`config.mk`:
```
export PLATFORM = sky130hd
export DESIGN_NAME = rgba_linear_fader
export DESIGN_NICKNAME = d
export VERILOG_FILES = /design/src/rtl/rlf_pkg.sv /design/src/rtl/rlf_ctrl.sv /design/src/rtl/rlf_dpath.sv /design/src/rtl/rgba_linear_fader.sv
export SDC_FILE = /design/constraint.sdc
export NUM_CORES = 1
export LEC_CHECK = 0
export BUFFER_PORTS_ARGS = -buffer_cell sky130_fd_sc_hd__buf_4
export CORE_MARGIN = 1.5
export CORE_UTILIZATION = 35
export CTS_BUF_LIST = sky130_fd_sc_hd__clkbuf_8
export DETAILED_ROUTE_END_ITERATION = 16
export PLACE_DENSITY_LB_ADDON = 0.25
export SLEW_MARGIN = 20
export SYNTH_ARGS = -nofsm -noshare
export SYNTH_HDL_FRONTEND = slang
export SYNTH_SLANG_ARGS = --single-unit
```
`constraint.sdc`:
```
create_clock -name clock -period 9.15 [get_ports clock]
set_input_delay 1.83 -clock clock [delete_from_list [all_inputs] [get_ports clock]]
set_output_delay 1.83 -clock clock [all_outputs]
set_load 0.01 [all_outputs]
```
`src/rtl/rlf_pkg.sv`:
```
// Shared types and constants for the RGBA linear fade engine.
package rlf_pkg;

   localparam int NUM_CHAN = 4;
   localparam int CHAN_W = 8;
   localparam int CHAN_IDX_W = $clog2(NUM_CHAN);
   localparam int STEP_W = 10;
   localparam int DIV_BITS = CHAN_W;
   localparam int DIV_CNT_W = $clog2(DIV_BITS);
   localparam int REQ_DATA_W = 40;
   localparam int RSP_DATA_W = 40;
   localparam logic [CHAN_W-1:0] MAX_FADE_STEPS = 8'd254;

   localparam logic OP_SET = 1'b0;
   localparam logic OP_TICK = 1'b1;

   typedef enum logic [5:0] {
      ST_IDLE  = 6'b000001,
      ST_LOAD  = 6'b000010,
      ST_ITER  = 6'b000100,
      ST_WRITE = 6'b001000,
      ST_TICK  = 6'b010000,
      ST_FIN   = 6'b100000
   } state_type;

   typedef struct packed {
      logic                  accept_set;
      logic                  div_load;
      logic                  div_step;
      logic                  step_wr;
      logic                  tick;
      logic                  finish;
      logic [CHAN_IDX_W-1:0] chan;
   } cmd_type;

   typedef struct packed {
      logic out_stall;
   } status_type;

endpackage

```
`src/rtl/rlf_ctrl.sv`:
```
// Sequencer for load, divide, step write, tick and result hand-off.
module rlf_ctrl (
   input  logic                 clock,
   input  logic                 reset,
   input  logic                 req_tvalid,
   output logic                 req_tready,
   input  logic                 req_op,
   input  rlf_pkg::status_type  status,
   output rlf_pkg::cmd_type     cmd
);
   import rlf_pkg::*;

   state_type             state_ff, state_in;
   logic [CHAN_IDX_W-1:0] chan_ff, chan_in;
   logic [DIV_CNT_W-1:0]  bit_ff, bit_in;
   logic                  accept;

   assign req_tready = (state_ff == ST_IDLE);
   assign accept = req_tvalid && req_tready;

   always_comb begin
      state_in = state_ff;
      chan_in = chan_ff;
      bit_in = bit_ff;
      cmd = '0;
      cmd.chan = chan_ff;
      unique case (state_ff)
         ST_IDLE: begin
            if (accept) begin
               if (req_op == OP_SET) begin
                  cmd.accept_set = 1'b1;
                  chan_in = '0;
                  state_in = ST_LOAD;
               end else begin
                  state_in = ST_TICK;
               end
            end
         end
         ST_LOAD: begin
            cmd.div_load = 1'b1;
            bit_in = '0;
            state_in = ST_ITER;
         end
         ST_ITER: begin
            cmd.div_step = 1'b1;
            bit_in = bit_ff + 1'b1;
            if (bit_ff == DIV_CNT_W'(DIV_BITS - 1)) begin
               state_in = ST_WRITE;
            end
         end
         ST_WRITE: begin
            cmd.step_wr = 1'b1;
            if (chan_ff == CHAN_IDX_W'(NUM_CHAN - 1)) begin
               state_in = ST_FIN;
            end else begin
               chan_in = chan_ff + 1'b1;
               state_in = ST_LOAD;
            end
         end
         ST_TICK: begin
            cmd.tick = 1'b1;
            state_in = ST_FIN;
         end
         ST_FIN: begin
            if (!status.out_stall) begin
               cmd.finish = 1'b1;
               state_in = ST_IDLE;
            end
         end
         default: begin
            state_in = ST_IDLE;
         end
      endcase
   end

   always_ff @(posedge clock) begin
      if (reset) begin
         state_ff <= ST_IDLE;
         chan_ff <= '0;
         bit_ff <= '0;
      end else begin
         state_ff <= state_in;
         chan_ff <= chan_in;
         bit_ff <= bit_in;
      end
   end

endmodule

```
`src/rtl/rlf_dpath.sv`:
```
// Color state, shared restoring divider, tick adders and output register.
module rlf_dpath (
   input  logic                             clock,
   input  logic                             reset,
   input  rlf_pkg::cmd_type                 cmd,
   output rlf_pkg::status_type              status,
   input  logic [rlf_pkg::REQ_DATA_W-1:0]   req_tdata,
   output logic                             rsp_tvalid,
   input  logic                             rsp_tready,
   output logic [rlf_pkg::RSP_DATA_W-1:0]   rsp_tdata
);
   import rlf_pkg::*;

   logic [CHAN_W-1:0]        cur_ff [NUM_CHAN];
   logic [CHAN_W-1:0]        cur_in [NUM_CHAN];
   logic [CHAN_W-1:0]        tgt_ff [NUM_CHAN];
   logic [CHAN_W-1:0]        tgt_in [NUM_CHAN];
   logic [STEP_W-1:0]        step_ff [NUM_CHAN];
   logic [STEP_W-1:0]        step_in [NUM_CHAN];
   logic                     armed_ff, armed_in;
   logic [CHAN_W-1:0]        divisor_ff, divisor_in;
   logic [CHAN_W-1:0]        rem_ff, rem_in;
   logic [CHAN_W-1:0]        quo_ff, quo_in;
   logic                     rsp_valid_ff, rsp_valid_in;
   logic [RSP_DATA_W-1:0]    rsp_data_ff, rsp_data_in;

   logic [CHAN_W-1:0]        fade_steps;
   logic [CHAN_W-1:0]        fade_sat;
   logic [CHAN_W:0]          diff;
   logic                     diff_neg;
   logic                     diff_pos;
   logic [CHAN_W-1:0]        mag;
   logic [CHAN_W+1:0]        trial;
   logic [CHAN_W:0]          shifted;
   logic [STEP_W-1:0]        new_step;
   logic signed [CHAN_W+2:0] tick_sum [NUM_CHAN];
   logic signed [CHAN_W+2:0] tick_tgt [NUM_CHAN];
   logic                     equal;

   assign fade_steps = req_tdata[NUM_CHAN*CHAN_W +: CHAN_W];
   assign fade_sat = (fade_steps > MAX_FADE_STEPS) ? MAX_FADE_STEPS : fade_steps;

   assign diff = {1'b0, tgt_ff[cmd.chan]} - {1'b0, cur_ff[cmd.chan]};
   assign diff_neg = diff[CHAN_W];
   assign diff_pos = !diff_neg && (diff != '0);
   assign mag = diff_neg ? CHAN_W'(-diff) : diff[CHAN_W-1:0];

   assign shifted = {rem_ff, quo_ff[CHAN_W-1]};
   assign trial = {1'b0, shifted} - {2'b00, divisor_ff};
   assign new_step = diff_pos ? ({2'b00, quo_ff} + 1'b1) : ~{2'b00, quo_ff};

   always_comb begin
      equal = 1'b1;
      for (int i = 0; i < NUM_CHAN; i++) begin
         if (cur_ff[i] != tgt_ff[i]) begin
            equal = 1'b0;
         end
      end
   end

   always_comb begin
      for (int i = 0; i < NUM_CHAN; i++) begin
         cur_in[i] = cur_ff[i];
         tgt_in[i] = tgt_ff[i];
         step_in[i] = step_ff[i];
         tick_sum[i] = $signed({3'b000, cur_ff[i]}) + $signed({step_ff[i][STEP_W-1], step_ff[i]});
         tick_tgt[i] = $signed({3'b000, tgt_ff[i]});
      end
      armed_in = armed_ff;
      divisor_in = divisor_ff;
      rem_in = rem_ff;
      quo_in = quo_ff;
      rsp_valid_in = rsp_valid_ff && !rsp_tready;
      rsp_data_in = rsp_data_ff;

      if (cmd.accept_set) begin
         for (int i = 0; i < NUM_CHAN; i++) begin
            tgt_in[i] = req_tdata[i*CHAN_W +: CHAN_W];
         end
         divisor_in = fade_sat + 1'b1;
         armed_in = 1'b1;
      end

      if (cmd.div_load) begin
         rem_in = '0;
         quo_in = mag;
      end

      if (cmd.div_step) begin
         if (!trial[CHAN_W+1]) begin
            rem_in = trial[CHAN_W-1:0];
            quo_in = {quo_ff[CHAN_W-2:0], 1'b1};
         end else begin
            rem_in = shifted[CHAN_W-1:0];
            quo_in = {quo_ff[CHAN_W-2:0], 1'b0};
         end
      end

      if (cmd.step_wr) begin
         step_in[cmd.chan] = new_step;
      end

      if (cmd.tick) begin
         for (int i = 0; i < NUM_CHAN; i++) begin
            if ((!step_ff[i][STEP_W-1] && (step_ff[i] != '0) && (tick_sum[i] >= tick_tgt[i]))
                || (step_ff[i][STEP_W-1] && (tick_sum[i] <= tick_tgt[i]))) begin
               cur_in[i] = tgt_ff[i];
               step_in[i] = '0;
            end else begin
               cur_in[i] = tick_sum[i][CHAN_W-1:0];
            end
         end
      end

      if (cmd.finish) begin
         rsp_valid_in = 1'b1;
         rsp_data_in = '0;
         for (int i = 0; i < NUM_CHAN; i++) begin
            rsp_data_in[i*CHAN_W +: CHAN_W] = cur_ff[i];
         end
         rsp_data_in[NUM_CHAN*CHAN_W] = armed_ff && !equal;
         rsp_data_in[NUM_CHAN*CHAN_W+1] = armed_ff && equal;
         if (armed_ff && equal) begin
            armed_in = 1'b0;
         end
      end
   end

   always_ff @(posedge clock) begin
      if (reset) begin
         for (int i = 0; i < NUM_CHAN; i++) begin
            cur_ff[i] <= '0;
            tgt_ff[i] <= '0;
            step_ff[i] <= '0;
         end
         armed_ff <= 1'b0;
         rsp_valid_ff <= 1'b0;
      end else begin
         for (int i = 0; i < NUM_CHAN; i++) begin
            cur_ff[i] <= cur_in[i];
            tgt_ff[i] <= tgt_in[i];
            step_ff[i] <= step_in[i];
         end
         armed_ff <= armed_in;
         rsp_valid_ff <= rsp_valid_in;
      end
   end

   always_ff @(posedge clock) begin
      divisor_ff <= divisor_in;
      rem_ff <= rem_in;
      quo_ff <= quo_in;
      rsp_data_ff <= rsp_data_in;
   end

   assign status.out_stall = rsp_valid_ff && !rsp_tready;
   assign rsp_tvalid = rsp_valid_ff;
   assign rsp_tdata = rsp_data_ff;

endmodule

```
`src/rtl/rgba_linear_fader.sv`:
```
// Top level of the four-channel RGBA linear fade engine.
// A tick word passes through the tick and finish states from acceptance to the result word on rsp.
// A set word runs one shared restoring divider for each channel in turn: load, iterate, step write.
// One word is in work at a time; the next is taken once the result is registered.
// Synchronous reset clears the colors, targets, steps, arm and the output valid.
module rgba_linear_fader (
   input  logic        clock,
   input  logic        reset,
   input  logic        req_tvalid,
   output logic        req_tready,
   input  logic [39:0] req_tdata,  // target_red, target_green, target_blue, target_alpha, fade_steps
   input  logic        req_tuser,  // op
   output logic        rsp_tvalid,
   input  logic        rsp_tready,
   output logic [39:0] rsp_tdata   // red, green, blue, alpha, busy_res, done_res, zero fill
);
   import rlf_pkg::*;

   cmd_type    cmd;
   status_type status;

   rlf_ctrl u_ctrl (
      .clock      (clock),
      .reset      (reset),
      .req_tvalid (req_tvalid),
      .req_tready (req_tready),
      .req_op     (req_tuser),
      .status     (status),
      .cmd        (cmd)
   );

   rlf_dpath u_dpath (
      .clock      (clock),
      .reset      (reset),
      .cmd        (cmd),
      .status     (status),
      .req_tdata  (req_tdata),
      .rsp_tvalid (rsp_tvalid),
      .rsp_tready (rsp_tready),
      .rsp_tdata  (rsp_tdata)
   );

endmodule

```
==> results.sh, run 1 <==
export IMPL_p_leak_nw=5.05
export IMPL_routed_via_density=5.42
export IMPL_seqPwrFrac=0.409
export IMPL_worst_path_max_fanout=10
export IMPL_drv_slew=0
export IMPL_synth_distinct_cells=74
export IMPL_status="completed"
export IMPL_final_util=0.400
export IMPL_required_ns=9.48
export IMPL_io_pins=87
export IMPL_seq_area_frac_synth=0.379
export IMPL_cp_start_kind="flip-flop"
export IMPL_max_slew_margin=0.330
export IMPL_antenna_found_initial=0
export IMPL_final_setup_skew_ns=0.0245
export IMPL_worstSkewPairLatency_ns=0.48
export IMPL_pwr_share_clk=0.242
export IMPL_setup_tns_ns=0
export IMPL_overflow=0
export IMPL_rsz0062_at_grt="no"
export IMPL_dr_pass1_iters=5
export IMPL_std_cell_rows=64
export IMPL_syn_inst=1162
export IMPL_worst_ep_arrival_time_ns=5.02
export IMPL_core_um2=30600
export IMPL_cellPowerDensity_nw_per_um2=191
export IMPL_min_path_type="flip-flop to flip-flop"
export IMPL_drc=0
export IMPL_htreeDepth=4
export IMPL_end_kind="flip-flop"
export IMPL_setup_violations_final=0
export IMPL_routed_top_layer="met4"
export IMPL_synth_edff_count=58
export IMPL_place_area_um2=11800
export IMPL_crit_type="flip-flop to flip-flop"
export IMPL_fin_nets=1360
export IMPL_max_cap_viol_count=0
export IMPL_cts_tree="yes"
export IMPL_reg2regPathDepth=16
export IMPL_fp_dieArea_um2=32200
export IMPL_preCtsSetupSlack_ns=4.18
export IMPL_postRouteAntennaNets=0
export IMPL_die_x_um=179
export IMPL_min_period_ns=4.69
export IMPL_peakVddDrop_uv=125
export IMPL_place_inst=1597
export IMPL_synthFlopType="dfxtp_1"
export IMPL_power_total_mw=2.33
export IMPL_wl_met1_um=14600
export IMPL_cts_sinks=177
export IMPL_wl_met3_um=1220
export IMPL_cts_repair_resized=0
export IMPL_cts_made_buffers=17
export IMPL_cts_buffer_depth=2
export IMPL_wl_per_cell_um=18.8
export IMPL_die_h_um=179
export IMPL_fin_ws_ns=4.46
export IMPL_routed_wl_um=30600
export IMPL_synth_seq_cells=177
export IMPL_hold_buffers=0
export IMPL_wl_met2_um=14200
export IMPL_worstMarginPinSlew_ns=1.00
export IMPL_p_int_mw=1.42
export IMPL_max_freq_mhz=213
export IMPL_p_switching_mw=0.912
export IMPL_hold_ws_ns=0.498
export IMPL_post_synth_top_area_cell="dfxtp_1"
export IMPL_drt_iter0_markers=579
export IMPL_cts_root_buf="clkbuf_8"
export IMPL_synth_top_cell_area_share=0.219
export IMPL_hold_depth=1
export IMPL_postLayoutCellArea_um2=12200
export IMPL_comb_power_share=0.350
export IMPL_instances_no_fill=1629
export IMPL_switching_share=0.391
export IMPL_port_buffers=80
export IMPL_vias=8835
export IMPL_grt_max_degree=88
export IMPL_place_hpwl_um=22900
export IMPL_clk_pin_slew_ns=0.11
export IMPL_drive_gt1_frac=0.137
export IMPL_syn_area_um2=10900
export IMPL_synth_area_top_cells="dfxtp_1 (22%), edfxtp_1 (16%), ha_1 (10%), nor2_1 (4.2%), xor2_1 (3.8%)"
export IMPL_finalHoldViolations=0
export IMPL_ys_warn_count=0
export IMPL_diodes=0
export IMPL_grt_pass1_wl_um=48700
export IMPL_post_route_period_util=0.513
export IMPL_post_cts_setup_buffers=0
export IMPL_grt_pass1_vias=8625
export IMPL_grt_usage=0.199
export IMPL_synthToLayoutAreaGrowth_pct=12.4
export IMPL_synthArstFlopShare=0
export IMPL_syn_avg_cell_area_um2=9.37
export IMPL_gp_congestion=0.905
export IMPL_start_util=0.356
cells in the final DEF, fill, tap and decap left out, types with 17 or more instances in the layout:
cell,n
nor2_1,123
dfxtp_1,119
clkbuf_8,17
edfxtp_1,58
o21ai_0,31
inv_1,68
xor2_1,47
ha_1,89
a211oi_1,43
nor3_1,21
nand3_1,24
xnor2_1,25
nor4_1,27
a21oi_1,76
nand2_1,103
buf_4,89
mux2i_1,36
layer usage:
layer,GRT usage,up-vias
li1,-,4348
met1,0.275,4256
met2,0.327,198
met3,0.0228,33
met4,0.0548,0
met5,0,-
synth_stat cells (4+ instances only):
cell type    n
o22ai_1      4
nor2_1     123
nand3_1     24
o21ai_0     31
mux4_2      16
nor3b_1      7
nand4_1      6
edfxtp_1    58
a211oi_1    43
fa_1         6
nor3_1      21
nor4_1      27
and3_1       8
and2_1       7
xnor2_1     25
o21a_1       8
buf_1        6
o21bai_1     8
nand3b_1     8
a2111oi_2   12
nand2_1    103
clkbuf_1    36
xor2_1      47
mux2i_1     36
dfxtp_1    119
a21oi_1     77
or3_1        8
nand2b_1     7
ha_1        89
nor2b_1     12
o31a_1       6
inv_1       68
buf_4        8
a21o_1      15
o31ai_1      5
a2111oi_0   16
power groups by stage:
stage               clock network (mW)  logic [mW]  registers, mW
floorplan                            0       0.582          0.936
global placement                     0       0.797          0.972
detailed placement                   0       0.805          0.972
CTS                              0.578       0.810          0.954
global route                     0.609       0.907          0.960
finish                           0.564       0.816          0.954
kinds of logic after synthesis:
group | synth area share
other | 0.000344
AO/OA/AOI/OAI | 0.170
AND/OR/NAND/NOR | 0.164
multiplexers | 0.0682
adder cells (fa/ha/maj) | 0.113
XOR/XNOR | 0.0579
buffers and inverters | 0.0472
flip-flops | 0.379
flip-flops by register name, indices dropped and copies added, names as in the netlist, 6 cells and up, named ones only:
signal,cells
u_ctrl.state_ff,6
u_dpath.quo_ff,8
u_dpath.rem_ff,8
u_dpath.step_ff,40
u_dpath.divisor_ff,8
u_dpath.tgt_ff,32
u_dpath.rsp_tdata,34
u_dpath.cur_ff,32
worst max-delay path, cell delays in order, from the launching register on:
cell and delay, ns:
dfxtp_1 0.51, ha_1 0.30, a21o_1 0.18, a21oi_1 0.24
nor2b_1 0.07, o21ai_0 0.27, a21oi_1 0.13, xnor2_1 0.21
ha_1 0.28, and3_1 0.20, a221oi_1 0.35, o31a_1 0.21
o21ai_0 0.07, mux2_2 0.28, a21oi_2 0.56, nor2_2 0.24
a2111oi_0 0.45
layout make-up:
type                            count  area [um2]
Clock buffer                       17         234
Clock inverter                     15         165
Fill cell                        3078       18300
Inverter                           69         259
Multi-Input combinational cell    866        6300
Sequential cell                   177        4120
Tap cell                          396         495
Timing Repair Buffer               89         668
worst paths after layout:
check | from | to | slack [ns]
max | u_dpath.cur_ff[0][1] | u_dpath.step_ff[0][7] | 4.46
min | u_dpath.armed_ff | u_dpath.armed_ff | 0.50
max reg2reg | u_dpath.cur_ff[0][1] | u_dpath.step_ff[0][7] | 4.46
min reg2reg | u_dpath.armed_ff | u_dpath.armed_ff | 0.50
Note: power is estimated with default switching activity, not from simulation.
==> run 2, diff against run 1 <==
Clock period 9.15 ns to 4.2 ns, I/O delays scaled along.
==> run 2 against run 1 <==
Net effect: core utilization grew 1.4 points; clock skew shrank 0.0082 ns; critical endpoint is now u_dpath.cur_ff[0][4]; non-clock buffer count grew 52; critical path type unchanged; combinational power grew 140%; wire length grew 4.5%; largest power group unchanged.
==> results.sh, run 2 (synthesized netlist as in run 1, its figures left out) <==
export IMPL_wl_met3_um=1460
export IMPL_required_ns=4.54
export IMPL_crit_slowest_cell="fa_1"
export IMPL_cp_start_kind="flip-flop"
export IMPL_antenna_found_initial=0
export IMPL_gp_congestion=0.935
export IMPL_cpPeakStageDelay_ns=0.43
export IMPL_start_util=0.356
export IMPL_core_um2=30600
export IMPL_end_kind="flip-flop"
export IMPL_regMostFlops="u_dpath.step_ff"
export IMPL_drv_slew=0
export IMPL_diodes=0
export IMPL_drc=0
export IMPL_worstSkewPairLatency_ns=0.48
export IMPL_synthToLayoutAreaGrowth_pct=16.3
export IMPL_post_route_period_util=0.941
export IMPL_routed_via_density=5.46
export IMPL_setup_violations_final=0
export IMPL_post_cts_setup_buffers=0
export IMPL_place_hpwl_um=24500
export IMPL_largest_register_ffs=40
export IMPL_drt_iter0_markers=619
export IMPL_drive_gt1_frac=0.177
export IMPL_overflow=0
export IMPL_die_h_um=179
export IMPL_grt_pass1_wl_um=49400
export IMPL_worst_path_max_fanout=5
export IMPL_routed_wl_um=32000
export IMPL_max_slew_margin=0.333
export IMPL_min_path_type="flip-flop to flip-flop"
export IMPL_peakVddDrop_uv=318
export IMPL_min_period_ns=3.95
export IMPL_crit_chain="ha_1, fa_1, a211oi_1, o21bai_1, a21oi_1, xnor2_1, ha_1, and3_1, a221oi_2, o31a_1, o21ai_0, mux2_2, a21oi_4, buf_4, mux2i_1, a211oi_1"
export IMPL_wl_met1_um=14900
export IMPL_postRouteAntennaNets=0
export IMPL_htreeDepth=4
export IMPL_setup_tns_ns=0
export IMPL_final_setup_skew_ns=0.0163
export IMPL_final_common_cell="buf_4"
export IMPL_p_int_mw=3.13
export IMPL_dr_pass1_iters=7
export IMPL_switching_share=0.395
export IMPL_std_cell_rows=64
export IMPL_routed_top_layer="met4"
export IMPL_p_switching_mw=2.04
export IMPL_worst_ep_arrival_time_ns=4.29
export IMPL_instances_no_fill=1681
export IMPL_crit_buf_inv=1
export IMPL_final_cell_mix="buf_4 (139), nor2_1 (122), dfxtp_1 (118), nand2_1 (103), ha_1 (89)"
export IMPL_grt_usage=0.205
export IMPL_crit_type="flip-flop to flip-flop"
export IMPL_grt_pass1_vias=8797
export IMPL_fin_nets=1412
export IMPL_clk_pin_slew_ns=0.10
export IMPL_status="completed"
export IMPL_wl_met2_um=14800
export IMPL_cts_root_buf="clkbuf_8"
export IMPL_pwr_share_clk=0.224
export IMPL_vias=9173
export IMPL_cts_made_buffers=17
export IMPL_worstMarginPinSlew_ns=0.992
export IMPL_nFillCells=3059
export IMPL_cts_buffer_depth=2
export IMPL_finalHoldViolations=0
export IMPL_io_pins=87
export IMPL_place_inst=1649
export IMPL_fp_dieArea_um2=32200
export IMPL_seqPwrFrac=0.392
export IMPL_die_x_um=179
export IMPL_p_leak_nw=5.32
export IMPL_port_buffers=80
export IMPL_grt_max_degree=62
export IMPL_cts_tree="yes"
export IMPL_comb_power_share=0.384
export IMPL_cts_sinks=177
export IMPL_crit_family="compound AO/OA/AOI/OAI gates"
export IMPL_cellPowerDensity_nw_per_um2=408
export IMPL_max_cap_viol_count=0
export IMPL_rsz0062_at_grt="no"
export IMPL_max_freq_mhz=253
export IMPL_wl_per_cell_um=19.0
==> run 2: changes by cell type in the layout (fill, tap and decap cells not counted), moves of 2 or more <==
cell       previous run  this run
a2111oi_1             2         5
buf_4                89       139
clkinv_4              0         4
a2111oi_2            12        14
buf_12                0         2
a2111oi_0            16        11
==> run 2: worst reg2reg max path, stage by stage, from the launching register on <==
cell	delay, ns
dfxtp_1	0.35
ha_1	0.23
fa_1	0.43
a211oi_1	0.25
o21bai_1	0.14
a21oi_1	0.19
xnor2_1	0.17
ha_1	0.28
and3_1	0.19
a221oi_2	0.28
o31a_1	0.21
o21ai_0	0.09
mux2_2	0.30
a21oi_4	0.21
buf_4	0.19
mux2i_1	0.21
a211oi_1	0.09
==> run 2: final cells by class <==
cell class / instances / area, um2 / area share
sequential: 177 / 4130 / 0.326
inverter: 69 / 259 / 0.0204
clock buffer: 17 / 234 / 0.0185
timing repair buffer: 141 / 1080 / 0.0855
multi-input combinational: 866 / 6330 / 0.500
tap: 396 / 495 / 0.0391
clock inverter: 15 / 139 / 0.0110
==> run 2: final timing paths <==
path | cells past startpoint | endpoint | start | slack [ns]
setup / recovery | 16 | u_dpath.cur_ff[0][4] | u_dpath.step_ff[0][0] | 0.25
hold / removal | 2 | u_dpath.step_ff[0][24] | u_dpath.step_ff[0][24] | 0.50
setup reg to reg | 16 | u_dpath.cur_ff[0][4] | u_dpath.step_ff[0][0] | 0.25
hold reg to reg | 2 | u_dpath.step_ff[0][24] | u_dpath.step_ff[0][24] | 0.50
==> run 2: timing repair <==
action                                  in CTS  in global routing
gates resized for setup                      1                 15
endpoints found under the setup margin       4                 29
hold buffers                                 0                  0
==> run 2: per-layer routing <==
| layer | track usage | vias up |
|---|---|---|
| li1 | - | 4462 |
| met1 | 0.273 | 4439 |
| met2 | 0.336 | 228 |
| met3 | 0.0342 | 44 |
| met4 | 0.0699 | 0 |
| met5 | 0 | - |
==> run 2: power by group through the flow <==
| stage | clock network [mW] | logic, mW | registers (mW) |
|---|---|---|---|
| final | 1.16 | 1.99 | 2.03 |
| after global routing | 1.25 | 2.16 | 2.04 |
| after CTS | 1.19 | 1.97 | 2.02 |
| after detailed placement | 0 | 1.95 | 2.06 |
| after global placement | 0 | 1.94 | 2.06 |
| after floorplan | 0 | 1.27 | 2.04 |
==> run 2: stage by stage <==
step                setup WS (ns)  cell area, um2  utilization  total power, mW  hold slack, ns
CTS                        0.0680           12600        0.413             5.18           0.499
finish                      0.246           12700        0.414             5.17           0.503
detailed placement     0.00000711           12200        0.400             4.01           0.482
global placement            0.183           12200        0.400             4.00           0.473
global route              0.00723           12700        0.414             5.45           0.518
floorplan                  0.0430           10900            -             3.31           0.448
==> run 3, diff against run 2 <==
Clock period 4.2 ns to 3.6 ns, I/O delays scaled along.
==> run 3 against run 2 <==
Net effect: die area unchanged; register-to-register slack worse by 0.35 ns; the run now ends with negative setup slack left; sequential share of layout area fell by 3.3 points; flip-flop and latch count unchanged; worst setup slack lost 0.35 ns; wire length up 7.9%; combinational power is 45% higher; first-iteration DRC count up 25%; cell count rose by 6.7%; core utilization up 4.9 points.
==> results.sh, run 3 (synthesized netlist as in run 1, its figures left out) <==
export IMPL_status="complete, but fails checks"
export IMPL_violations="negative setup slack"
export IMPL_cts_tree="yes"
export IMPL_cts_made_buffers=17
export IMPL_hold_depth=3
export IMPL_vias=9729
export IMPL_std_cell_rows=64
export IMPL_p_switching_mw=2.62
export IMPL_worst_path_max_fanout=5
export IMPL_fp_dieArea_um2=32200
export IMPL_place_area_um2=12800
export IMPL_worstMarginPinSlew_ns=1.10
export IMPL_regArea_um2=4150
export IMPL_port_buffers=80
export IMPL_die_h_um=179
export IMPL_grt_pass1_wl_um=52400
export IMPL_drv_slew=0
export IMPL_pwr_share_clk=0.224
export IMPL_finalHoldViolations=0
export IMPL_drc=0
export IMPL_max_slew_margin=0.267
export IMPL_grt_max_degree=90
export IMPL_clk_pin_slew_ns=0.10
export IMPL_comb_power_share=0.428
export IMPL_synthToLayoutAreaGrowth_pct=30.2
export IMPL_wl_per_cell_um=19.2
export IMPL_worstSkewPairLatency_ns=0.52
export IMPL_end_kind="flip-flop"
export IMPL_seqPwrFrac=0.349
export IMPL_worst_ep_arrival_time_ns=4.06
export IMPL_place_hpwl_um=25600
export IMPL_worstHoldEndpoint="u_ctrl.state_ff[4]"
export IMPL_routed_via_density=5.42
export IMPL_cellPowerDensity_nw_per_um2=475
export IMPL_required_ns=3.95
export IMPL_min_period_ns=3.71
export IMPL_fin_ws_ns=-0.106
export IMPL_r2r_start="u_dpath.step_ff[0][1]"
export IMPL_cp_start_kind="flip-flop"
export IMPL_met1_usage=0.292
export IMPL_top_usage_layer="met2"
export IMPL_p_int_mw=4.12
export IMPL_hold_ws_ns=0.435
export IMPL_die_x_um=179
export IMPL_drive_gt1_frac=0.314
export IMPL_dr_pass1_iters=5
export IMPL_largest_register_ffs=40
export IMPL_postLayoutCellArea_um2=14200
export IMPL_rr_endpoint="u_dpath.cur_ff[0][7]"
export IMPL_cts_root_buf="clkbuf_8"
export IMPL_gp_congestion=0.904
export IMPL_reg2reg_setup_slack_ns=-0.11
export IMPL_post_route_period_util=1.03
export IMPL_htreeDepth=4
export IMPL_final_setup_skew_ns=0.0245
export IMPL_nFillCells=2957
export IMPL_switching_share=0.388
export IMPL_antenna_found_initial=0
export IMPL_io_pins=87
export IMPL_diodes=0
export IMPL_setup_violations_final=25
export IMPL_drt_iter0_markers=774
export IMPL_min_path_type="primary input to flip-flop"
export IMPL_grt_pass1_vias=9235
export IMPL_final_util=0.464
export IMPL_hold_buffers=0
export IMPL_regMostFlops="u_dpath.step_ff"
export IMPL_crit_type="flip-flop to flip-flop"
export IMPL_rsz0062_at_grt="yes"
export IMPL_postRouteAntennaNets=0
export IMPL_reg2regPathDepth=16
export IMPL_crit_chain="buf_6, fa_2, buf_4, a21o_1, a21oi_2, xnor2_2, ha_1, a21o_1, a221oi_4, o31a_1, nand2_1, mux2_4, a21oi_4, buf_6, mux2i_1, a211oi_1"
export IMPL_core_um2=30600
export IMPL_max_cap_viol_count=0
export IMPL_max_freq_mhz=270
export IMPL_start_util=0.356
export IMPL_crit_slowest_cell="fa_2"
export IMPL_peakVddDrop_uv=338
export IMPL_grt_util_met3=0.0321
export IMPL_cts_buffer_depth=2
export IMPL_grt_usage=0.218
export IMPL_final_common_cell="buf_4"
export IMPL_overflow=0
export IMPL_routed_wl_um=34500
export IMPL_final_cell_mix="buf_4 (242), nor2_1 (118), dfxtp_1 (105), nand2_1 (100), ha_1 (78)"
export IMPL_fin_nets=1525
export IMPL_multiInputGateArea_um2=6900
export IMPL_grt_use_met2=0.361
export IMPL_cpPeakStageDelay_ns=0.39
export IMPL_cts_sinks=177
export IMPL_p_leak_nw=6.01
export IMPL_hp_start="req_tuser"
-- run 3: cell types whose count changed in the layout (fill, tap and decap cells not counted), moves of 6 or more --
cell,before,now
a2111oi_4,0,6
ha_1,89,78
a21oi_1,76,65
buf_6,0,9
a2111oi_0,11,3
a21oi_2,1,12
dfxtp_2,1,10
ha_4,0,7
dfxtp_1,118,105
a211oi_1,42,36
buf_4,139,242
a211oi_2,1,7
-- run 3: what timing repair did --
| item | 4_1_cts | 5_1_grt |
|---|---|---|
| buffers inserted | 25 | 15 |
| pin swaps | 41 | 36 |
| cloned | 1 | 0 |
| endpoints found under the setup margin | 71 | 73 |
| resized for setup | 57 | 94 |
-- run 3: final cells by class --
class / count / area share
clock buffer: 17 / 0.0165
clock inverter: 15 / 0.0121
inverter: 69 / 0.0183
multi-input combinational: 866 / 0.486
sequential: 177 / 0.293
tap: 396 / 0.0349
timing repair buffer: 254 / 0.139
-- run 3: through the flow --
step / TNS, ns / total power [mW] / setup WS [ns] / std cells
2_1_floorplan: -0.0343 / 3.86 / -0.00577 / 1167
3_3_place_gp: -5.07 / 4.83 / -0.221 / 1721
3_5_place_dp: -9.16 / 4.85 / -0.355 / 1721
4_1_cts: -0.399 / 6.47 / -0.0746 / 1779
5_1_grt: -7.75 / 7.08 / -0.275 / 1794
6_report: -0.966 / 6.74 / -0.106 / 1794
-- run 3: critical path, delay by kind of cell, from the launching register on --
family                     cells  cell delay, ns
AOI/OAI and AO/OA              7            1.37
xor gates and xnor gates       1            0.10
adders and majority gates      2            0.71
buffers and inverters          3            0.44
DFF                            1            0.38
muxes                          2            0.50
and+or+nand+nor                1            0.06
-- run 3: worst max path at each step --
stage	start	endpoint
2_1_floorplan	flip-flop	u_dpath.step_ff[0][36]
3_3_place_gp	u_dpath.step_ff[0][1]	u_dpath.cur_ff[0][3]
3_5_place_dp	u_dpath.step_ff[0][1]	u_dpath.step_ff[0][7]
4_1_cts	u_dpath.step_ff[0][1]	u_dpath.cur_ff[0][7]
5_1_grt	u_dpath.step_ff[0][1]	u_dpath.cur_ff[0][7]
6_report	u_dpath.step_ff[0][1]	u_dpath.cur_ff[0][7]
-- run 3: routing by layer --
layer / share of wire / wire [um]
met1: 0.45 / 15500
met2: 0.48 / 16600
met5: 0 / 0
met3: 0.049 / 1680
met4: 0.021 / 736
-- run 3: power groups by stage --
stage	Combinational [mW]	Clock, mW	Sequential, mW
floorplan	1.48	0	2.38
global placement	2.44	0	2.39
detailed placement	2.46	0	2.39
CTS	2.60	1.53	2.35
global route	3.11	1.61	2.36
finish	2.88	1.51	2.35
